$ cat config.mk
export PLATFORM = sky130hd
export DESIGN_NAME = dop_front
export DESIGN_NICKNAME = d
export VERILOG_FILES = /design/src/dop_pkg.sv /design/src/dop_front.sv
export SDC_FILE = /design/constraint.sdc
export NUM_CORES = 1
export LEC_CHECK = 0
export BUFFER_PORTS_ARGS = -buffer_cell sky130_fd_sc_hd__buf_2
export CAP_MARGIN = 20
export CORE_UTILIZATION = 35
export DETAILED_ROUTE_END_ITERATION = 8
export PLACE_DENSITY_LB_ADDON = 0.25
export SLEW_MARGIN = 5
export SYNTH_ARGS = -nofsm -noshare
export SYNTH_HDL_FRONTEND = slang
export SYNTH_SLANG_ARGS = --single-unit
export TNS_END_PERCENT = 50
$ cat constraint.sdc
create_clock -name clock -period 2.4 [get_ports clock]
set_clock_uncertainty 0.05 [all_clocks]
set_input_delay 0.24 -clock clock [delete_from_list [all_inputs] [get_ports clock]]
set_output_delay 0.24 -clock clock [all_outputs]
set_load 0.01 [all_outputs]
$ cat src/dop_pkg.sv
// shared constants, types and command word for the degree ordering block
`default_nettype none
package dop_pkg;

   localparam int MAX_ROWS = 1024;
   localparam int ROW_W    = 10;                       // row / rank / index field
   localparam int RC_W     = 11;                       // row count register
   localparam int DEG_W    = 11;                       // degree field
   localparam int CNT_W    = $clog2(MAX_ROWS + 1);     // counts up to MAX_ROWS
   localparam int LEVELS   = 2 ** DEG_W;               // degree buckets
   localparam logic [RC_W-1:0] ROW_COUNT_RESET = RC_W'(1024);

   typedef enum logic [0:0] {
      CMD_LOAD  = 1'b0,
      CMD_QUERY = 1'b1
   } cmd_kind_type;

   typedef struct packed {
      cmd_kind_type           kind;
      logic [ROW_W-1:0]       index;
      logic [DEG_W-1:0]       degree;
      logic                   in_range;   // index below rows in use
      logic                   last;
   } cmd_type;

endpackage
`default_nettype wire

$ cat src/dop_front.sv
// front end: row count register, word decode and range check
`default_nettype none
module dop_front (
   input  wire logic                        clock,
   input  wire logic                        reset,
   input  wire logic                        csr_wr_en,
   input  wire logic [dop_pkg::RC_W-1:0]    csr_wr_data,
   input  wire logic                        req_valid,
   input  wire logic                        req_mode,
   input  wire logic [dop_pkg::ROW_W-1:0]   req_index,
   input  wire logic [dop_pkg::DEG_W-1:0]   req_degree,
   input  wire logic                        req_last,
   output      logic                        push_valid,
   output      dop_pkg::cmd_type            push_cmd,
   output      logic [dop_pkg::CNT_W-1:0]   rows_in_use
);

   logic [dop_pkg::RC_W-1:0]  row_count_ff;
   logic [dop_pkg::RC_W-1:0]  row_count_in;
   logic [dop_pkg::CNT_W-1:0] rows_n;

   always_comb begin
      row_count_in = csr_wr_en ? csr_wr_data : row_count_ff;
   end

   always_ff @(posedge clock) begin
      if (reset) begin
         row_count_ff <= dop_pkg::ROW_COUNT_RESET;
      end else begin
         row_count_ff <= row_count_in;
      end
   end

   // clamp to the table depth
   always_comb begin
      if (32'(row_count_ff) > 32'(dop_pkg::MAX_ROWS)) begin
         rows_n = dop_pkg::CNT_W'(dop_pkg::MAX_ROWS);
      end else begin
         rows_n = dop_pkg::CNT_W'(row_count_ff);
      end
   end

   always_comb begin
      push_cmd.kind     = req_mode ? dop_pkg::CMD_QUERY : dop_pkg::CMD_LOAD;
      push_cmd.index    = req_index;
      push_cmd.degree   = req_degree;
      push_cmd.in_range = dop_pkg::CNT_W'(req_index) < rows_n;
      push_cmd.last     = req_last;
   end

   assign push_valid  = req_valid;
   assign rows_in_use = rows_n;

endmodule
`default_nettype wire

==> metrics.md <==
| Metric | Value |
|---|---|
| CTS Buffer Depth | `2` |
| Slowest CP cell | `dfxtp_2` |
| Drt first pass iters | `4` |
| Die area | `2688 µm²` |
| Period minus WS final | `around 2.2 ns` |
| Asr flop ratio synth | `0%` |
| Antenna viol nets, final | `0` |
| GP Congestion | `~0.71` |
| Worst path required time | `about 2.1 ns` |
| Top reg by flops | `row_count_ff` |
| Root Buffer | `clkbuf_4` |
| Die width | `approximately 52 µm` |
| Top_reg_cell synth | `dfxtp_1` |
| Leak | `around 0.56 nW` |
| Worst Hold Path Cells | `2` |
| Synth cell count leaders | `buf_4, dfxtp_1, mux2i_1, nor2_1` |
| Slew @ Worst Pin | `0.3126 ns` |
| YS warnings | `0` |
| R2r setup slk | `1.49 ns` |
| CP Cell Sequence | `nand2b_1, ha_1, nor4b_2, o21bai_1, a211oi_1, o31a_1, buf_2` |
| Latest clock arrival within the worst-skew pair | `approximately 0.26 ns` |
| Power Dens Cells | `between 400 and 500 nW/µm²` |
| Tot GR Track Use | `around an eighth` |
| Die Span Y | `around 52 µm` |
| H-Tree Depth | `1` |
| Routed WL | `approximately 1600 µm` |
| Syn nets | `~150` |
| HP Class | `in -> reg` |
| Layout Nets | `between 150 and 200` |
| TritonCTS Buffers | `3` |
| Area leader, netlist | `dfxtp_1` |
| IO Port Bufs | `45` |
| Count leader, synth | `buf_4` |
| Vias per cell | `between 4 and 5` |
| CTS sink count | `11` |
| Max Cap Viol | `0` |
| Seq cells post-synth | `11` |
| Status | `finished, final reports clean` |
| Row cnt | `17` |
| Hold Crit Start | `csr_wr_data[10]` |
| Fin. Hold Viols | `0` |
| Register area share after synthesis | `25.32%` |
| Share of the synthesized area in the top cell type | `about 25%` |
| Relative slew slack | `79.16%` |
| Wirelength per Cell | `~11 µm` |
| Grt met2 use | `21.37%` |
| R2R Path Start | `row_count_ff[10]` |
| Fillcell total | `between 200 and 300` |
| Number of flops mapped to enable cells by yosys | `0` |
| Initial antenna violation count | `0` |
| Hold Path End | `row_count_ff[10]` |
| Ranking of synthesized cells by area | `dfxtp_1, buf_4, ha_1, mux2i_1, nand2b_1` |
| Number of diodes | `0` |
| Delay-heaviest family, CP | `compound AO/OA/AOI/OAI gates` |
| Met1 usage | `13.96%` |
| Grt met3 use | `under 10%` |
| Synth Instances | `100` |
| Pre-CTS setup slack | `about 0.39 ns` |
| Crit path DAT | `between 1.5 and 2 ns` |
| Post-DP HPWL | `1443 µm` |
| Buf/Inv on CP | `1` |
| Period utilization | `between 90% and 100%` |
| Placed Cells | `between 100 and 150` |
| Final max-slew violation count | `0` |
| Initial DRC count | `5` |
| CTS tree | `done` |
| Max incr delay on CP | `roughly 0.38 ns` |
| # setup viols final | `0` |
| Synth cell types | `22` |
| Max FFs per register | `11` |
| Pin count of the biggest net entering global routing | `16` |
| Worst r2r dst | `row_count_ff[10]` |
| I/O pin count | `74` |
| Area growth from synthesis to final layout | `9.928%` |
| Critical Path Source Type | `register` |
| Busiest grt layer | `met2` |
| RSZ-0062 raised after global routing | `no` |
| Worst r2r path cells | `2` |
| Top Registers | `row_count_ff (11)` |
| Synth Area per Inst | `a little under 9 µm²` |
| Critical Path Fanout Max | `15` |
| Final setup margin | `roughly 0.22 ns` |
| Synthesized area | `869.6 µm²` |
| Kind of critical path | `reg -> out` |
| CTS clk-pin slew, worst paths | `approximately 0.060 ns` |
| Setup bufs post-CTS | `0` |
| Core area | `~2300 µm²` |
| DRC Markers | `0` |
| Layout Cells excl Fill | `149` |
| Worst VDD drop | `331.6 µV` |
| Setup TNS | `0 ns` |
| Vias | `669` |
| GRT overflow | `0` |
| Highest Clock Rate | `458.2 MHz` |
| Number of global-route vias before repair | `611` |
| First-pass GRT wire length | `roughly 2500 µm` |
| Setup crit end kind | `output pin` |
| Fraction of layout cells with a size suffix above 1 | `roughly two fifths` |
| Initial Util | `a little under two fifths` |
==> logic make-up after synthesis <==
group	share of synthesized area, %
buffers and inverters	27.05
muxes	11.51
adders and majority gates	12.95
and+or+nand+nor	14.96
DFF	25.32
AOI/OAI and AO/OA	8.203
==> metal layers <==
| metal | up-vias | share of wire (%) |
|---|---|---|
| li1 | 347 | - |
| met1 | 289 | 39 |
| met2 | 25 | 50 |
| met3 | 8 | 8.9 |
| met4 | 0 | 1.9 |
| met5 | - | 0 |
==> cell type report <==
class | instances | area [µm²] | area share [%]
Inverter | 9 | 33.78 | 3.534
Tap cell | 28 | 35.03 | 3.665
Clock buffer | 4 | 26.28 | 2.749
Timing Repair Buffer | 45 | 225.2 | 23.56
Sequential cell | 11 | 221.5 | 23.17
Multi-Input combinational cell | 52 | 414.1 | 43.32
==> power by group <==
part           switching, W  internal [W]
Combinational     0.0000455     0.0000515
Sequential       0.00000920      0.000194
Clock             0.0000540     0.0000641
Total              0.000109      0.000310
==> per-stage QoR <==
step	area, µm²	hold WS [ns]	total power, W	util [%]
after floorplan	869.6	0.2886	0.0002981	-
after detailed placement	928.4	0.4061	0.0003060	40.79
after global placement	928.4	0.4083	0.0003039	40.79
final	955.9	0.1410	0.0004183	42.00
after CTS	954.7	0.1319	0.0004272	41.95
after global routing	955.9	0.1306	0.0004492	42.00
==> worst max path at each step <==
stage,startpoint,to,depth (start not counted)
2_1_floorplan,row_count_ff[10],push_cmd[1],7
3_3_place_gp,row_count_ff[10],push_cmd[1],7
3_5_place_dp,row_count_ff[10],push_cmd[1],7
4_1_cts,row_count_ff[10],push_cmd[1],7
5_1_grt,row_count_ff[10],push_cmd[1],7
6_report,row_count_ff[10],push_cmd[1],7
==> placed cells by master, fill, tap and decap left out <==
master	synthesis	layout
a211o_1	1	1
a211oi_1	1	1
a21o_1	1	1
a21oi_1	2	2
buf_2	1	45
clkbuf_1	2	1
clkbuf_4	0	3
dfxtp_1	11	10
dfxtp_2	0	1
ha_1	9	9
inv_1	9	9
mux2i_1	10	10
nand2b_1	9	9
nand4b_1	1	1
nor2_1	10	10
nor2b_1	2	2
nor4b_2	1	1
o211ai_1	1	1
o21ai_0	1	1
o21bai_1	1	1
o22a_1	1	1
o31a_1	1	1
==> repair_timing <==
| item | CTS | global route |
|---|---|---|
| gates resized for setup | 0 | 1 |
| setup endpoints to repair | 0 | 1 |
| hold buffers | 0 | 0 |
| endpoints found under the hold margin | 0 | 0 |
No activity file was read; power rests on OpenSTA's default activity.
