### src/dop_pkg.sv
// shared constants, types and command word for the degree ordering block
`default_nettype none
package dop_pkg;

   localparam int MAX_ROWS = 1024;
   localparam int ROW_W    = 10;                       // row / rank / index field
   localparam int RC_W     = 11;                       // row count register
   localparam int DEG_W    = 11;                       // degree field
   localparam int CNT_W    = $clog2(MAX_ROWS + 1);     // counts up to MAX_ROWS
   localparam int LEVELS   = 2 ** DEG_W;               // degree buckets
   localparam logic [RC_W-1:0] ROW_COUNT_RESET = RC_W'(1024);

   typedef enum logic [0:0] {
      CMD_LOAD  = 1'b0,
      CMD_QUERY = 1'b1
   } cmd_kind_type;

   typedef struct packed {
      cmd_kind_type           kind;
      logic [ROW_W-1:0]       index;
      logic [DEG_W-1:0]       degree;
      logic                   in_range;   // index below rows in use
      logic                   last;
   } cmd_type;

endpackage
`default_nettype wire

### src/dop_queue.sv
// two word command queue between front and back
`default_nettype none
module dop_queue (
   input  wire logic             clock,
   input  wire logic             reset,
   input  wire logic             push_valid,
   input  wire dop_pkg::cmd_type push_cmd,
   output      logic             push_ready,
   output      logic             head_valid,
   output      dop_pkg::cmd_type head_cmd,
   input  wire logic             pop
);

   dop_pkg::cmd_type slot_ff [2];
   dop_pkg::cmd_type slot_in [2];
   logic             wr_ptr_ff, wr_ptr_in;
   logic             rd_ptr_ff, rd_ptr_in;
   logic [1:0]       cnt_ff, cnt_in;
   logic             do_push;
   logic             do_pop;

   always_comb begin
      push_ready = cnt_ff != 2'd2;
      head_valid = cnt_ff != 2'd0;
      head_cmd   = slot_ff[rd_ptr_ff];
      do_push    = push_valid && push_ready;
      do_pop     = pop && head_valid;
      slot_in    = slot_ff;
      if (do_push) begin
         slot_in[wr_ptr_ff] = push_cmd;
      end
      wr_ptr_in = wr_ptr_ff ^ do_push;
      rd_ptr_in = rd_ptr_ff ^ do_pop;
      unique case ({do_push, do_pop})
         2'b10:   cnt_in = cnt_ff + 2'd1;
         2'b01:   cnt_in = cnt_ff - 2'd1;
         default: cnt_in = cnt_ff;
      endcase
   end

   always_ff @(posedge clock) begin
      slot_ff <= slot_in;
      if (reset) begin
         wr_ptr_ff <= 1'b0;
         rd_ptr_ff <= 1'b0;
         cnt_ff    <= 2'd0;
      end else begin
         wr_ptr_ff <= wr_ptr_in;
         rd_ptr_ff <= rd_ptr_in;
         cnt_ff    <= cnt_in;
      end
   end

endmodule
`default_nettype wire

### config.mk
export PLATFORM = sky130hd
export DESIGN_NAME = dop_queue
export DESIGN_NICKNAME = d
export VERILOG_FILES = /design/src/dop_pkg.sv /design/src/dop_queue.sv
export SDC_FILE = /design/constraint.sdc
export NUM_CORES = 1
export LEC_CHECK = 0
export BUFFER_PORTS_ARGS = -buffer_cell sky130_fd_sc_hd__buf_4
export CAP_MARGIN = 10
export CORE_ASPECT_RATIO = 0.9
export CORE_MARGIN = 2
export CORE_UTILIZATION = 51
export CTS_CLUSTER_SIZE = 40
export DETAILED_ROUTE_END_ITERATION = 6
export PLACE_DENSITY = 0.78
export REMOVE_ABC_BUFFERS = 1
export SYNTH_ARGS = -nofsm -noshare
export SYNTH_HDL_FRONTEND = slang
export SYNTH_SLANG_ARGS = --single-unit
### constraint.sdc
create_clock -name clock -period 2 [get_ports clock]
set_input_delay 0.5 -clock clock [delete_from_list [all_inputs] [get_ports clock]]
set_output_delay 0.5 -clock clock [all_outputs]
set_load 0.01 [all_outputs]
==> results.ini, run 1 <==
[drt]
drt-met1-wl_mm=1.226
drt_iter0_drc=100
wl_mm=2.955
routed-via-count=1007
drtAntennaViolNets=0
wl_met2_mm=1.486
wl_met3_um=192
wire_per_inst_um=14.41
vias_per_cell=4.912
drc=0
firstDrtPassIters=4
top_layer=met4

[timing]
layout_min_cycle_time_ns=1.850
slew_viol_final=0
fmax_ghz=0.5405
fin_worst_skew_ns=0.004435
fin_crit_sh_pct=92.50
worst_slew_pin_slew_ns=0.3223
setup_ws_ns=0.1500
relSlewSlack_pct=78.51
hold_viol=0
rsz0062_at_grt=no
setup_viol=0
tns_ns=0

[placed_design]
pre_cts_ws_ns=0.3151
postPlaceCellArea_um2=2415
place_congestion=0.5886
io_buffers=53
placed_cells=197
dpl.hpwl_mm=2.025

[grt]
grt_usage_pct=14.48
grt_first_pass_wirelength_mm=4.340
overflow=0
grt_pass1_vias=965
grt_max_degree=26
antenna_found_initial=0

[min_path]
whs_path_depth=2
min_path_type=primary input to register
holdPathEnd=wr_ptr_ff
hp-start=reset

[layout]
fillers=255
final_cells=205
antennaDiodeCount=0
fin_nets=189
stdcell_area_um2=2521
drive_gt1_share_pct=55.35
syn2layout_area_growth_pct=30.51

[floorplan]
die_w_um=68.88
ios=54
std_cell_rows=21
dieArea_um2=4297
core_region_area_um2=3679
die_y_um=62.39
initial_utilization_pct=52.52

[setup_path]
cp.arrival_ns=1.35
rr_endpoint=cnt_ff[1]
startpoint_type=register
crit_fanout=25
crit_chain=buf_12, mux2_2, buf_4
critPathSlowestCell=dfxtp_1
worstRegToRegCells=6
criticalPathCategory=register to output port
max_stage_delay_ns=0.36
r2r_start=cnt_ff[0]
critPathRequiredTime_ns=1.50
r2r_slack_ns=0.33
end_kind=output port

[pwr]
ir_drop_v=0.0006938
powerDensity_nw_per_um2=1260
p_leak_nw=0.9594

[logic_synthesis]
synth_cells=97
syn_area_per_cell_um2=19.92
yosysSeqAreaShare_pct=78.76
yosys_register_bits=52
synth.area.top_cells=edfxtp_1 75%, mux2_2 14%, dfxtp_1 4.1%, ha_1 1.9%, xnor2_1 0.91%
synth_cell_types=16
yosysWarnings=0
yosysTopAreaCell=edfxtp_1
synth_top_area_share_pct=74.61
syn_area_um2=1932

[clock_tree]
post-cts-setup-buffers=0
root_buffer=clkbuf_8
clk_pin_slew_ns=0.08
clk_latency_ns=0.29
cts_resized=0
cts.sinks=52
cts_made_buffers=5
cts_buffer_depth=2
htreeDepth=2
cts_hold_buffers=0
cts_tree=built

[run]
maxCapViolCount=0

[status]
status=finished, final reports clean

[cell families (layout without fill, tap and decap cells)]
family | after synthesis | count (layout) | share of synthesized area, %
flops | 52 | 52 | 78.76
mux | 24 | 24 | 13.99
simple gates | 7 | 7 | 1.879
buf+inv | 5 | 67 | 1.166
fa+ha+maj | 3 | 3 | 1.943
compound gates | 3 | 3 | 0.9064
xor+xnor | 3 | 3 | 1.360
[state kept, by name, summed over array words and instances (netlist names)]
signal     flops
cnt_ff         2
rd_ptr_ff      1
wr_ptr_ff      1
slot_ff       48
[layout make-up]
cell class	instances	area (µm²)	share of cell area, %
Multi-Input combinational cell	40	387.9	15.38
Clock inverter	3	37.54	1.489
Clock buffer	5	68.82	2.730
Tap cell	46	57.56	2.283
Inverter	2	7.507	0.2978
Timing Repair Buffer	57	440.4	17.47
Sequential cell	52	1521	60.35
[per-stage QoR]
step	hold WS (ns)	total power, mW	utilization (%)
global route	0.3671	3.347	68.54
floorplan	0.4739	2.056	-
detailed placement	0.5373	2.553	65.65
finish	0.3829	3.177	68.54
global placement	0.4870	2.520	65.65
CTS	0.3647	3.218	68.54
[routing by layer]
layer | vias up | track usage, %
met5 | - | 0
met1 | 477 | 16.82
met2 | 38 | 23.68
li1 | 487 | -
met3 | 5 | 4.505
met4 | 0 | 7.353
[Yosys cell counts]
library cell,n
a21oi_1,1
and2_1,1
buf_2,3
dfxtp_1,4
edfxtp_1,48
ha_1,3
inv_1,2
mux2_2,24
nand2b_1,1
nor2_1,3
o21a_1,1
o21ai_0,1
or2_2,1
or3_1,1
xnor2_1,2
xor2_1,1
[how the worst max path moves through the flow]
| stage | start | endpoint | slack (ns) | cells after the start |
|---|---|---|---|---|
| after floorplan | cnt_ff[0] | slot_ff[0] | 0.22 | 3 |
| after global placement | push_valid | cnt_ff[1] | 0.39 | 6 |
| after detailed placement | push_valid | cnt_ff[1] | 0.32 | 7 |
| after CTS | rd_ptr_ff | head_cmd[19] | 0.13 | 3 |
| after global routing | rd_ptr_ff | head_cmd[11] | 0.10 | 3 |
| final | rd_ptr_ff | head_cmd[11] | 0.15 | 3 |
[power by group]
part           internal, mW  total (mW)  switching (mW)  leakage, nW
registers              1.41        1.47          0.0655        0.482
clock network         0.364       0.662           0.298       0.0532
logic                 0.574        1.04           0.467        0.424
[cell usage in the layout (no fill, tap or decap), types with 2 or more instances in the layout]
master	count
buf_4	56
edfxtp_1	48
mux2_2	24
clkbuf_8	5
dfxtp_1	4
nor2_1	3
ha_1	3
inv_1	2
xnor2_1	2
clkinv_1	2
[critical path, delay by kind of cell, from the launching register on]
| family | cells | cell delay (ns) |
|---|---|---|
| muxes | 1 | 0.36 |
| DFF | 1 | 0.36 |
| buffers and inverters | 2 | 0.33 |
Note: power is estimated with default switching activity, not from simulation.
==> run 2: changes to the inputs <==
--- a/config.mk
+++ b/config.mk
@@ -9,10 +9,11 @@
 export CAP_MARGIN = 10
 export CORE_ASPECT_RATIO = 0.9
 export CORE_MARGIN = 2
-export CORE_UTILIZATION = 51
+export CORE_UTILIZATION = 53
+export CTS_BUF_LIST = sky130_fd_sc_hd__clkbuf_8
 export CTS_CLUSTER_SIZE = 40
 export DETAILED_ROUTE_END_ITERATION = 6
-export PLACE_DENSITY = 0.78
+export PLACE_DENSITY = 0.81
 export REMOVE_ABC_BUFFERS = 1
 export SYNTH_ARGS = -nofsm -noshare
 export SYNTH_HDL_FRONTEND = slang
==> results.ini, run 2 (synthesized netlist as in run 1, its figures left out) <==
[layout]
syn2layout_area_growth_pct=29.14  ; was 30.51%
antennaDiodeCount=0  ; unchanged
utilization_pct=72.77  ; was 68.54%
final_cell_mix=59 x buf_4, 48 x edfxtp_1, 24 x mux2_2  ; was 56 x buf_4, 48 x edfxtp_1, 24 x mux2_2
final_cells=205  ; unchanged
fin_nets=191  ; was 189
reg_top3=slot_ff (48), cnt_ff (2)  ; unchanged
stdcell_area_um2=2495  ; was 2521 µm²
final_common_cell=buf_4  ; unchanged
regArea_um2=1521  ; unchanged
drive_gt1_share_pct=55.28  ; was 55.35%
fillers=238  ; was 255
largest_reg_flops=48  ; unchanged
regMostFlops=slot_ff  ; unchanged
multi_input_area_um2=387.9  ; unchanged

[timing]
worst_slew_pin_slew_ns=0.2375  ; was 0.3223 ns
slew_viol_final=0  ; unchanged
fin_crit_sh_pct=94.44  ; was 92.50%
hold_viol=0  ; unchanged
relSlewSlack_pct=84.17  ; was 78.51%
rsz0062_at_grt=no  ; unchanged
fin_worst_skew_ns=0.007564  ; was 0.004435 ns
setup_viol=0  ; unchanged
layout_min_cycle_time_ns=1.889  ; was 1.850 ns
tns_ns=0  ; unchanged
fmax_ghz=0.5294  ; was 0.5405 GHz
setup_ws_ns=0.1111  ; was 0.1500 ns
whs_ns=0.3839  ; was 0.3829 ns

[setup_path]
cp.arrival_ns=1.39  ; was 1.35 ns
critPathSlowestCell=mux2_2  ; was dfxtp_1
max_stage_delay_ns=0.37  ; was 0.36 ns
worstRegToRegCells=6  ; unchanged
path_common_cell=buf_4
end_kind=output port  ; unchanged
startpoint_type=register  ; unchanged
criticalPathCategory=register to output port  ; unchanged
r2r_slack_ns=0.29  ; was 0.33 ns
crit_chain=buf_4, mux2_2, buf_4  ; was buf_12, mux2_2, buf_4
crit_fanout=16  ; was 25
critPathRequiredTime_ns=1.50  ; about the same

[grt]
grt_first_pass_wirelength_mm=4.685  ; was 4.340 mm
antenna_found_initial=0  ; unchanged
grt_max_degree=18  ; was 26
grt_util_met3_pct=5.119  ; was 4.505%
grt_usage_pct=16.40  ; was 14.48%
overflow=0  ; unchanged
grt_pass1_vias=1046  ; was 965
grt_busiest_layer=met2  ; unchanged
use_met2_pct=28.71  ; was 23.68%
grtUsageMet1_pct=18.81  ; was 16.82%

[placed_design]
io_buffers=53  ; unchanged
pre_cts_ws_ns=0.2969  ; was 0.3151 ns
postPlaceCellArea_um2=2415  ; unchanged
placed_cells=197  ; unchanged
place_congestion=0.6509  ; was 0.5886
dpl.hpwl_mm=2.193  ; was 2.025 mm

[drt]
vias_per_cell=5.059  ; was 4.912
wire_per_inst_um=15.17  ; was 14.41 µm
drtAntennaViolNets=0  ; unchanged
routed-via-count=1037  ; was 1007
firstDrtPassIters=4  ; unchanged
drt_iter0_drc=39  ; was 100
wl_mm=3.110  ; was 2.955 mm
drc=0  ; unchanged

[clock_tree]
cts_made_buffers=5  ; unchanged
cts_tree=built  ; unchanged
clk_latency_ns=0.29  ; about the same
clk_pin_slew_ns=0.09  ; was 0.08 ns
cts_resized=0  ; unchanged
htreeDepth=2  ; unchanged
post-cts-setup-buffers=0  ; unchanged
root_buffer=clkbuf_8  ; unchanged
cts.sinks=52  ; unchanged
cts_hold_buffers=0  ; unchanged
cts_buffer_depth=2  ; unchanged

[pwr]
p_switching_uw=841.9  ; was 830.4 µW
ir_drop_v=0.0006913  ; was 0.0006938 V
swShare_pct=27.57  ; was 26.14%
powerDensity_nw_per_um2=1224  ; was 1260 nW/µm²
p_seq_share_pct=48.0  ; was 46.4%
pwr-share-comb_pct=34.5  ; was 32.8%
power.internal_mw=2.211  ; was 2.346 mW
p_leak_nw=0.9618  ; was 0.9594 nW
p_clk_share_pct=17.5  ; was 20.8%
total_power_mw=3.053  ; was 3.177 mW

[min_path]
min_path_type=primary input to register  ; unchanged
whs_path_depth=1  ; was 2

[floorplan]
ios=54  ; unchanged
core_region_area_um2=3428  ; was 3679 µm²
die_y_um=61.28  ; was 62.39 µm
std_cell_rows=20  ; was 21
initial_utilization_pct=56.35  ; was 52.52%
dieArea_um2=4145  ; was 4297 µm²
die_w_um=67.64  ; was 68.88 µm

[status]
status=finished, final reports clean  ; unchanged

[run]
maxCapViolCount=0  ; unchanged

## run 2: changes by cell type in the layout (fill, tap and decap cells not counted), sizes merged
cell / change
buf: +2
inv: +2
bufinv: -1
clkinv: -1
## run 2: layout make-up
type / instances / share of cell area, %
tap: 44 / 2.207
timing repair buffer: 59 / 17.75
multi-input combinational: 40 / 15.55
inverter: 2 / 0.3009
clock buffer: 5 / 2.758
sequential: 52 / 60.98
clock inverter: 3 / 0.4514
## run 2: worst max-delay path: cells and delay by family (launching register included)
family | cells | cell delay, ns
buffers and inverters | 2 | 0.39
multiplexers | 1 | 0.37
flip-flops | 1 | 0.33
## run 2: layer usage
metal	part of all wire, %	vias to the layer above	routed length [µm]
li1	-	490	-
met2	51	34	1586
met3	7.2	5	223
met5	0	-	0
met4	1.2	0	36
met1	41	508	1262
## run 2: path summary, 6_finish.rpt
kind           startpoint           end
max             rd_ptr_ff  head_cmd[13]
min          push_cmd[12]   slot_ff[12]
max reg2reg     cnt_ff[0]     cnt_ff[1]
min reg2reg     cnt_ff[1]     cnt_ff[1]
## run 2: power groups by stage
stage	registers [mW]	clock network (mW)	logic, mW
floorplan	1.53	0	0.528
global placement	1.48	0	1.03
detailed placement	1.49	0	1.06
CTS	1.47	0.547	1.07
global route	1.49	0.592	1.13
finish	1.47	0.534	1.05
